<file path="config.mk">
export PLATFORM = sky130hd
export DESIGN_NAME = aes_mac
export DESIGN_NICKNAME = d
export VERILOG_FILES = /design/src/hdl/aes_pkg.sv /design/src/hdl/aes_mac.sv
export VERILOG_INCLUDE_DIRS = /design/src /design/src/hdl
export SDC_FILE = /design/constraint.sdc
export NUM_CORES = 1
export LEC_CHECK = 0
export BUFFER_PORTS_ARGS = -buffer_cell sky130_fd_sc_hd__clkbuf_2
export CAP_MARGIN = 5
export CORE_MARGIN = 2
export CORE_UTILIZATION = 35
export CTS_CLUSTER_SIZE = 16
export DETAILED_ROUTE_END_ITERATION = 8
export PLACE_DENSITY_LB_ADDON = 0.3
export SLEW_MARGIN = 15
export SYNTH_ARGS = -nofsm -noshare
export SYNTH_HDL_FRONTEND = slang
export SYNTH_SLANG_ARGS = --single-unit
</file>
<file path="constraint.sdc">
create_clock -name clk -period 5.45 [get_ports clk]
set_input_delay 0.545 -clock clk [delete_from_list [all_inputs] [get_ports clk]]
set_output_delay 0.545 -clock clk [all_outputs]
set_load 0.02 [all_outputs]
</file>
<file path="src/hdl/audio_echo_saturating_unit_macros.svh">
// Assertion macros shared by the echo unit's modules.
// Both macros expect a clock named clk and an active-low reset named rst_n in scope.
`ifndef AUDIO_ECHO_SATURATING_UNIT_MACROS_SVH
`define AUDIO_ECHO_SATURATING_UNIT_MACROS_SVH

// Same-cycle implication, checked outside reset.
`define AES_ASSERT_NOW(label, ante, cons, msg) \
    label: assert property (@(posedge clk) disable iff (!rst_n) (ante) |-> (cons)) \
        else $error(msg);

// Next-cycle implication, checked outside reset.
`define AES_ASSERT_NEXT(label, ante, cons, msg) \
    label: assert property (@(posedge clk) disable iff (!rst_n) (ante) |=> (cons)) \
        else $error(msg);

`endif

</file>
<file path="src/hdl/aes_pkg.sv">
// Package for the echo unit: history depth, register indexes, sample limits and the
// control word that passes from the history stage to the arithmetic stages.
// It has no dependencies.
`default_nettype none

package aes_pkg;

    // The history depth must be a power of two so that the ring addresses wrap naturally.
    localparam int HIST_DEPTH = 65536;
    localparam int HIST_AW    = $clog2(HIST_DEPTH);

    localparam int SAMPLE_W = 16;
    localparam int CFG_IDX_W = 1;

    localparam logic [CFG_IDX_W-1:0] REG_DELAY = 1'd0;
    localparam logic [CFG_IDX_W-1:0] REG_DECAY = 1'd1;

    localparam logic signed [SAMPLE_W-1:0] SAMPLE_MAX = 16'sh7FFF;
    localparam logic signed [SAMPLE_W-1:0] SAMPLE_MIN = 16'sh8000;

    // Control for the item held in the first stage.
    typedef struct packed {
        logic valid;
        logic last;
        logic pass;
        logic bypass;
    } aes_s1_t;

endpackage

`default_nettype wire

</file>
<file path="src/hdl/aes_mac.sv">
// Arithmetic stages of the echo unit: the gain product register, then the truncating
// sum with saturation into the result register. Depends on aes_pkg and the macros.
`default_nettype none
`include "audio_echo_saturating_unit_macros.svh"

module aes_mac
    import aes_pkg::*;
(
    input  wire logic                       clk,
    input  wire logic                       rst_n,
    input  wire aes_s1_t                    s1,
    input  wire logic signed [SAMPLE_W-1:0] x1,
    input  wire logic signed [SAMPLE_W-1:0] tap,
    input  wire logic [15:0]                decay_gain,
    output logic                            take,
    output logic                            result_valid,
    input  wire logic                       result_stall,
    output logic signed [SAMPLE_W-1:0]      sample_out,
    output logic                            out_last
);

    logic                        v2_reg;
    logic                        v2_next;
    logic                        last2_reg;
    logic                        pass2_reg;
    logic signed [SAMPLE_W-1:0]  x2_reg;
    logic signed [31:0]          prod2_reg;
    logic                        v3_reg;
    logic                        v3_next;
    logic signed [SAMPLE_W-1:0]  y3_reg;
    logic                        last3_reg;

    logic                        en3;
    logic signed [SAMPLE_W-1:0]  past;
    logic signed [16:0]          gain_s;
    logic signed [32:0]          prod_full;
    logic signed [31:0]          biased;
    logic signed [16:0]          quot;
    logic signed [17:0]          sum;
    logic signed [SAMPLE_W-1:0]  sat;
    logic signed [SAMPLE_W-1:0]  y;

    assign en3  = !v3_reg || !result_stall;
    assign take = !v2_reg || en3;

    // With a zero delay the echo tap is the sample itself.
    assign past      = s1.bypass ? x1 : tap;
    assign gain_s    = $signed({1'b0, decay_gain});
    assign prod_full = past * gain_s;

    // Division by 32768 truncated toward zero: negative products are biased first.
    assign biased = prod2_reg + (prod2_reg[31] ? 32'sd32767 : 32'sd0);
    assign quot   = biased[31:15];
    assign sum    = {{2{x2_reg[SAMPLE_W-1]}}, x2_reg} + {quot[16], quot};

    always_comb
    begin
        if (sum[17:15] == 3'b000 || sum[17:15] == 3'b111)
        begin
            sat = sum[15:0];
        end
        else if (sum[17])
        begin
            sat = SAMPLE_MIN;
        end
        else
        begin
            sat = SAMPLE_MAX;
        end
        y = pass2_reg ? x2_reg : sat;
    end

    assign v2_next = take ? s1.valid : v2_reg;
    assign v3_next = en3 ? v2_reg : v3_reg;

    always_ff @(posedge clk or negedge rst_n)
    begin
        if (!rst_n)
        begin
            v2_reg <= 1'b0;
            v3_reg <= 1'b0;
        end
        else
        begin
            v2_reg <= v2_next;
            v3_reg <= v3_next;
        end
    end

    always_ff @(posedge clk)
    begin
        if (take && s1.valid)
        begin
            x2_reg    <= x1;
            last2_reg <= s1.last;
            pass2_reg <= s1.pass;
            prod2_reg <= prod_full[31:0];
        end
        if (en3 && v2_reg)
        begin
            y3_reg    <= y;
            last3_reg <= last2_reg;
        end
    end

    assign result_valid = v3_reg;
    assign sample_out   = y3_reg;
    assign out_last     = last3_reg;

    `AES_ASSERT_NEXT(a_s2_holds, v2_reg && !en3, v2_reg && $stable(prod2_reg),
        "second stage lost or changed a held item")
    `AES_ASSERT_NEXT(a_pass_through, v2_reg && pass2_reg && en3, y3_reg == $past(x2_reg),
        "pass-through item altered")
    `AES_ASSERT_NEXT(a_zero_echo, v2_reg && !pass2_reg && prod2_reg == '0 && en3,
        y3_reg == $past(x2_reg),
        "silent echo altered the sample")

endmodule

`default_nettype wire

</file>
==> results of run 1 <==
timing repair:
| item | in CTS | in global routing |
|---|---|---|
| hold buffers | 1 | 0 |
| pin swaps | 31 | 37 |
| setup buffers | 16 | 15 |
| gates resized for setup | 62 | 50 |
| gates cloned | 3 | 2 |
| setup endpoints to repair | 18 | 35 |
| hold endpoints to repair | 2 | 0 |
kinds of logic (layout without fill, tap and decap cells):
logic type      Yosys count  count (layout)  synth area share, %
simple gates            393             393                 15.6
fa+ha+maj               343             343                 45.1
buf+inv                 293             524                 8.66
compound gates          168             168                 9.37
flops                    69              69                 16.2
xor+xnor                 54              54                 3.71
mux                      17              20                 1.45
other cells               0               1                    0
Yosys cell counts (3+ instances only):
library cell,number
a2111oi_0,4
a211o_1,3
a211oi_1,9
a21boi_0,3
a21o_1,32
a21oi_1,36
a221o_1,3
a221oi_1,6
a31oi_1,10
and2_1,70
and3_1,16
clkbuf_1,44
edfxtp_1,67
fa_1,195
ha_1,148
inv_1,247
mux2_2,12
mux2i_1,5
nand2_1,142
nand2b_1,14
nand3_1,18
nand4_1,9
nor2_1,47
nor2b_1,56
nor3_1,3
o211ai_1,5
o21a_1,7
o21ai_0,22
o22ai_1,3
o31ai_1,4
or2_2,7
xnor2_1,35
xor2_1,19
per-layer routing:
metal  global-route usage (%)  vias up  routed length [um]
met3                     2.39       41                2140
li1                         -     4774                   -
met1                     25.3     4991               15700
met5                        0        -                   0
met4                     4.18        0                 562
met2                     29.7      257               16100
worst paths after layout:
kind,startpoint,to,slack (ns),cells past startpoint
setup / recovery,s1[0],prod2_reg[28],-0.64,23
hold / removal,s1[2],last2_reg,0.38,1
setup reg to reg,prod2_reg[31],sample_out[5],0.44,18
hold reg to reg,last2_reg,out_last,0.43,0
max in group asynchronous,rst_n,v2_reg,4.81,2
min in group asynchronous,rst_n,result_valid,0.54,2
metrics by stage:
stage	cell area [um2]	TNS [ns]	setup slack (ns)	utilization [%]
finish	16100	-8.38	-0.637	45.2
detailed placement	15000	-16.71	-1.19	42.1
global placement	15000	-16.08	-1.11	42.1
CTS	15800	-7.73	-0.656	44.1
global route	16100	-11.26	-0.839	45.2
floorplan	13100	-8.69	-0.865	-
final cells by class:
cell class | count | area (um2)
multi-input combinational | 978 | 10300
fill | 3404 | 19600
inverter | 247 | 927
sequential | 69 | 2060
timing repair buffer | 261 | 2040
clock buffer | 10 | 229
clock inverter | 6 | 40.0
antenna | 1 | 2.50
tap | 461 | 577
worst max-delay path: cells and delay by family:
kind	cells	cell delay [ns]
adder cells (fa/ha/maj)	7	3.20
AO/OA/AOI/OAI	6	1.23
buffers and inverters	7	0.67
multiplexers	1	0.29
AND/OR/NAND/NOR	2	0.23
==> summary.txt, run 1 <==
Placement
  • IO buf count: 73
  • Inst Count DP: 1980
  • Final HPWL DP: 27900 um
  • Placer Congestion: 0.857

Global route
  • Vias in the first global route: 10.4k
  • Antenna violations before repair: 0
  • Largest net degree at the start of global routing: 51
  • Wire length of the first global-routing pass: 54300 um
  • All-Layer GR Usage: 18.1%
  • Grt ovf: 0

Synth
  • Netlist cell types: 60
  • Syn Area/Cell: 9.54 um2
  • Yosys top cell area share: 30.6%
  • Cells after synthesis: 1337
  • Primary FF master, synth: edfxtp_1
  • Largest cells by area after synthesis: fa_1 (31%), edfxtp_1 (16%), ha_1 (15%), inv_1 (7.3%), nand2_1 (4.2%)
  • Synthesized cell area: 12800 um2
  • Syn Nets: 1735
  • Yosys warns: 0
  • Dominant cell type by area after synthesis: fa_1
  • Ys async rst share: 2.90%
  • Register area share after synthesis: 16.2%
  • EDFF count, synth: 67
  • Yosys reg bits: 69

Setup path
  • CP max-delay cell: fa_1
  • CP arrival: 6.17 ns
  • Critical Path Source Type: primary input
  • Top cell by count, worst path: fa_2
  • WS Path Type: in2reg
  • Crit Path Max Fanout: 4
  • Critical Path RT: 5.54 ns
  • Crit-path cells: clkbuf_16 -> buf_8 -> mux2i_4 -> buf_12 -> clkbuf_16 -> nand2b_4 -> fa_2 -> fa_2 -> inv_2 -> fa_1 -> inv_2 -> fa_1 -> fa_2 -> fa_2 -> inv_2 -> ha_4 -> a21oi_2 -> o211ai_1 -> a211oi_2 -> o21ai_2 -> a221oi_4 -> nor4bb_1 -> a211o_1
  • CP Capture Type: flip-flop
  • Crit-path max cell delay: 0.57 ns

Die
  • IO Pins: 74
  • DIE AREA: 38000 um2
  • Die H: 195 um
  • Die Wd: 195 um
  • # rows: 69
  • Starting Density: 35.7%
  • Core Area: 35700 um2

CTS
  • CTS tree: built
  • Num CTS Buffers: 9
  • Clk pin slew, worst setup/hold paths: 0.05 ns
  • Clock tree sinks: 69
  • Clock buffer depth: 2
  • Root buf cell: clkbuf_16
  • Skew-Pair Late Insertion Delay: 0.34 ns
  • # H-tree levels: 3

Cells and area
  • Commonest non-fill, non-tap cells in the layout: inv_1 (232), fa_1 (184), buf_4 (160)
  • Non-filler cells, final: 2033
  • Area grow syn2layout: 26.5%
  • Fin nets: 1964
  • Largest register FFs: 32
  • Proportion of layout cells with a drive suffix above 1: 26.2%
  • Commonest non-fill, non-tap cell in the layout: inv_1

Timing
  • RSZ-0062 raised after global routing: true
  • Max Fclk: 0.164 GHz
  • Slew margin rel.: 51.9%
  • Slew Limit Fails: 0
  • Final setup margin: -0.637 ns
  • Worst Max-Slew Pin Slew: 0.720 ns
  • Final period util: 112%
  • Hold Worst Slack: 0.383 ns
  • Finish-stage setup viols: 19
  • Fin crit period: 6.09 ns
  • Fin Clk Skew: 0.00765 ns
  • Final hold vios: 0

Routing
  • Routed WL: 34500 um
  • DR vias: 10.1k
  • Detail Route Antenna Nets: 0
  • 1st-pass router iterations: 7
  • Vias/cell: 4.95
  • Iter 0 DRT Violations: 504
  • Avg WL per Cell: 17.0 um
  • DR DRC count: 2

Worst hold path
  • Worst Hold Class: in2reg

Job
  • Max-Cap Viols: 0

Outcome
  • Outcome: finished with violations
  • Failing checks: DRC, setup timing
Power of run 1 is left out: the tool's default activity adds up to more than one toggle a clock period on the data nets, which glitch-free logic cannot reach.
==> inputs of run 2 (changes only) <==
==> constraint.sdc (replaced) <==
create_clock -name clk -period 5.45 [get_ports clk]
set_input_delay 1.09 -clock clk [delete_from_list [all_inputs] [get_ports clk]]
set_output_delay 1.09 -clock clk [all_outputs]
set_load 0.02 [all_outputs]
==> run 2 against run 1 <==
Net effect:
- cell area grew 1.2%
- sequential cell count stayed put
- the run ends with setup timing left
- worst hold slack gained 0.036 ns
- first-iteration DRC count rose by 13%
- setup slack got worse by 0.55 ns
- critical path type unchanged
- critical path depth fell by 2
- global-route usage increased by 1.3 points
- fmax shrank 8.3%
- utilization rose by 0.53 points
- count of clock-buffer cells in the layout down 1
==> summary.txt, run 2 (synthesis results as in run 1) <==
Placement
  • IO buf count: 73 (unchanged)
  • Placer Congestion: 0.854 (-0.44%)
  • Final HPWL DP: 28800 um (+3.1%)

Routing
  • Vias/cell: 4.97 (+0.39%)
  • 1st-pass router iterations: 6 (-1)
  • Iter 0 DRT Violations: 568 (+13%)
  • DR vias: 10.2k (+1.1%)
  • DR DRC count: 0 (-2)
  • Avg WL per Cell: 17.6 um (+3.7%)
  • Routed WL: 36000 um (+4.4%)
  • Detail Route Antenna Nets: 0 (unchanged)

Global route
  • Wire length of the first global-routing pass: 57500 um (+5.9%)
  • Vias in the first global route: 10.8k (+3.8%)
  • All-Layer GR Usage: 19.3% (+1.3 points)
  • Largest net degree at the start of global routing: 51 (unchanged)
  • Antenna violations before repair: 0 (unchanged)
  • Grt ovf: 0 (unchanged)

Die
  • IO Pins: 74 (unchanged)
  • Die Wd: 195 um (unchanged)
  • # rows: 69 (unchanged)
  • Core Area: 35700 um2 (unchanged)
  • Starting Density: 35.7% (unchanged)
  • DIE AREA: 38000 um2 (unchanged)
  • Die H: 195 um (unchanged)

Setup path
  • CP arrival: 6.72 ns (+0.55 ns)
  • Worst flop-to-flop path endpoint: sample_out[2]
  • CP max-delay cell: fa_1
  • WS Path Type: in2reg
  • Crit path depth: 21 (-8.7%)
  • R2R cell count: 18 (unchanged)
  • Top cell by count, worst path: fa_1
  • Worst Setup SP: s1[0]
  • Crit-path max cell delay: 0.54 ns (-0.03 ns)
  • Buf/Inv on CP: 6 (-1)
  • Crit-path cells: clkbuf_16 -> buf_12 -> mux2_4 -> buf_12 -> buf_4 -> and2_1 -> fa_1 -> inv_1 -> fa_1 -> inv_1 -> fa_1 -> fa_1 -> fa_1 -> ha_4 -> ha_4 -> a211o_1 -> a211oi_2 -> o21ai_2 -> a221oi_4 -> nor4bb_1 -> a211o_1
  • Crit path max-delay family: adder cells
  • Crit Path Max Fanout: 7 (+3)
  • R2r setup slk: 0.24 ns (-0.20 ns)
  • Critical Path RT: 5.53 ns (about the same)
  • Worst r2r src: prod2_reg[31]
  • CP Capture Type: flip-flop
  • Critical Path Source Type: primary input
  • Worst Setup EP: prod2_reg[28]

Outcome
  • Outcome: finished with violations
  • Failing checks: setup timing

Cells and area
  • Area grow syn2layout: 28.0%
  • Fin nets: 1980 (+0.81%)
  • Number of inserted diodes: 0 (-1)
  • Fillers: 3456 (+1.5%)
  • Proportion of layout cells with a drive suffix above 1: 27.5% (+1.3 points)
  • Largest register FFs: 32 (unchanged)
  • Core Util, Final: 45.7% (+0.53 points)
  • Commonest non-fill, non-tap cell in the layout: inv_1
  • Commonest non-fill, non-tap cells in the layout: inv_1 (234), fa_1 (187), buf_4 (169)

Job
  • Max-Cap Viols: 0 (unchanged)

Timing
  • Fin Clk Skew: 0.0110 ns (+0.00331 ns)
  • Fin crit period: 6.64 ns (+0.554 ns)
  • Slew margin rel.: 55.5% (+3.6 points)
  • Final setup margin: -1.19 ns (-0.554 ns)
  • Slew Limit Fails: 0 (unchanged)
  • Max Fclk: 0.151 GHz (-8.3%)
  • Final period util: 122% (+10 points)
  • Worst Max-Slew Pin Slew: 0.667 ns (-0.0525 ns)
  • Final hold vios: 0 (unchanged)
  • Finish-stage setup viols: 24 (+5)
  • RSZ-0062 raised after global routing: true

CTS
  • Num CTS Buffers: 9 (unchanged)
  • Root buf cell: clkbuf_16
  • Skew-Pair Late Insertion Delay: 0.34 ns (about the same)
  • CTS tree: built
  • # H-tree levels: 3 (unchanged)
  • Clock tree sinks: 69 (unchanged)
  • Clk pin slew, worst setup/hold paths: 0.06 ns (about the same)
  • Clock buffer depth: 2 (unchanged)
  • Cts hold-fix bufs: 0 (-1)

Worst hold path
  • Worst Hold Class: reg2reg
[run 2: final cells by class]
type	count	area, um2	share of cell area, %
clock buffers	9	225	1.38
clock inverters	7	48.8	0.299
inverters	247	927	5.68
multi-input cells	980	10300	63.2
flip-flops and latches	69	2060	12.6
well taps	461	577	3.53
repair buffers	275	2170	13.3
[run 2: timing repair]
item                       4_1_cts  5_1_grt
resized for setup               67       46
setup endpoints to repair       24       39
buffers inserted                23        9
gates cloned                     5        1
pin swaps                       51       37
[run 2: how the worst min path moves through the flow]
stage | start | to | slack, ns | cells past startpoint
final | last2_reg | out_last | 0.42 | 0
after global routing | last2_reg | out_last | 0.43 | 0
after CTS | last2_reg | out_last | 0.42 | 0
after detailed placement | last2_reg | out_last | 0.41 | 0
after global placement | last2_reg | out_last | 0.41 | 0
after floorplan | last2_reg | out_last | 0.40 | 0
[run 2: per-layer routing]
metal	wire length, um	track usage [%]
met5	0	0
met4	937	5.40
met3	1670	2.55
met2	17200	32.7
met1	16200	25.9
[run 2: metrics by stage]
| step | setup slack, ns | hold slack, ns | instances | setup TNS (ns) | instance area [um2] |
|---|---|---|---|---|---|
| after CTS | -1.17 | 0.422 | 2038 | -20.43 | 16100 |
| after detailed placement | -1.73 | 0.407 | 1994 | -29.71 | 15200 |
| after floorplan | -1.41 | 0.400 | 1337 | -19.70 | 13200 |
| after global routing | -1.31 | 0.432 | 2048 | -24.03 | 16300 |
| after global placement | -1.62 | 0.406 | 1994 | -28.32 | 15200 |
| final | -1.19 | 0.419 | 2048 | -20.64 | 16300 |
Power of run 2 is left out for the same reason.
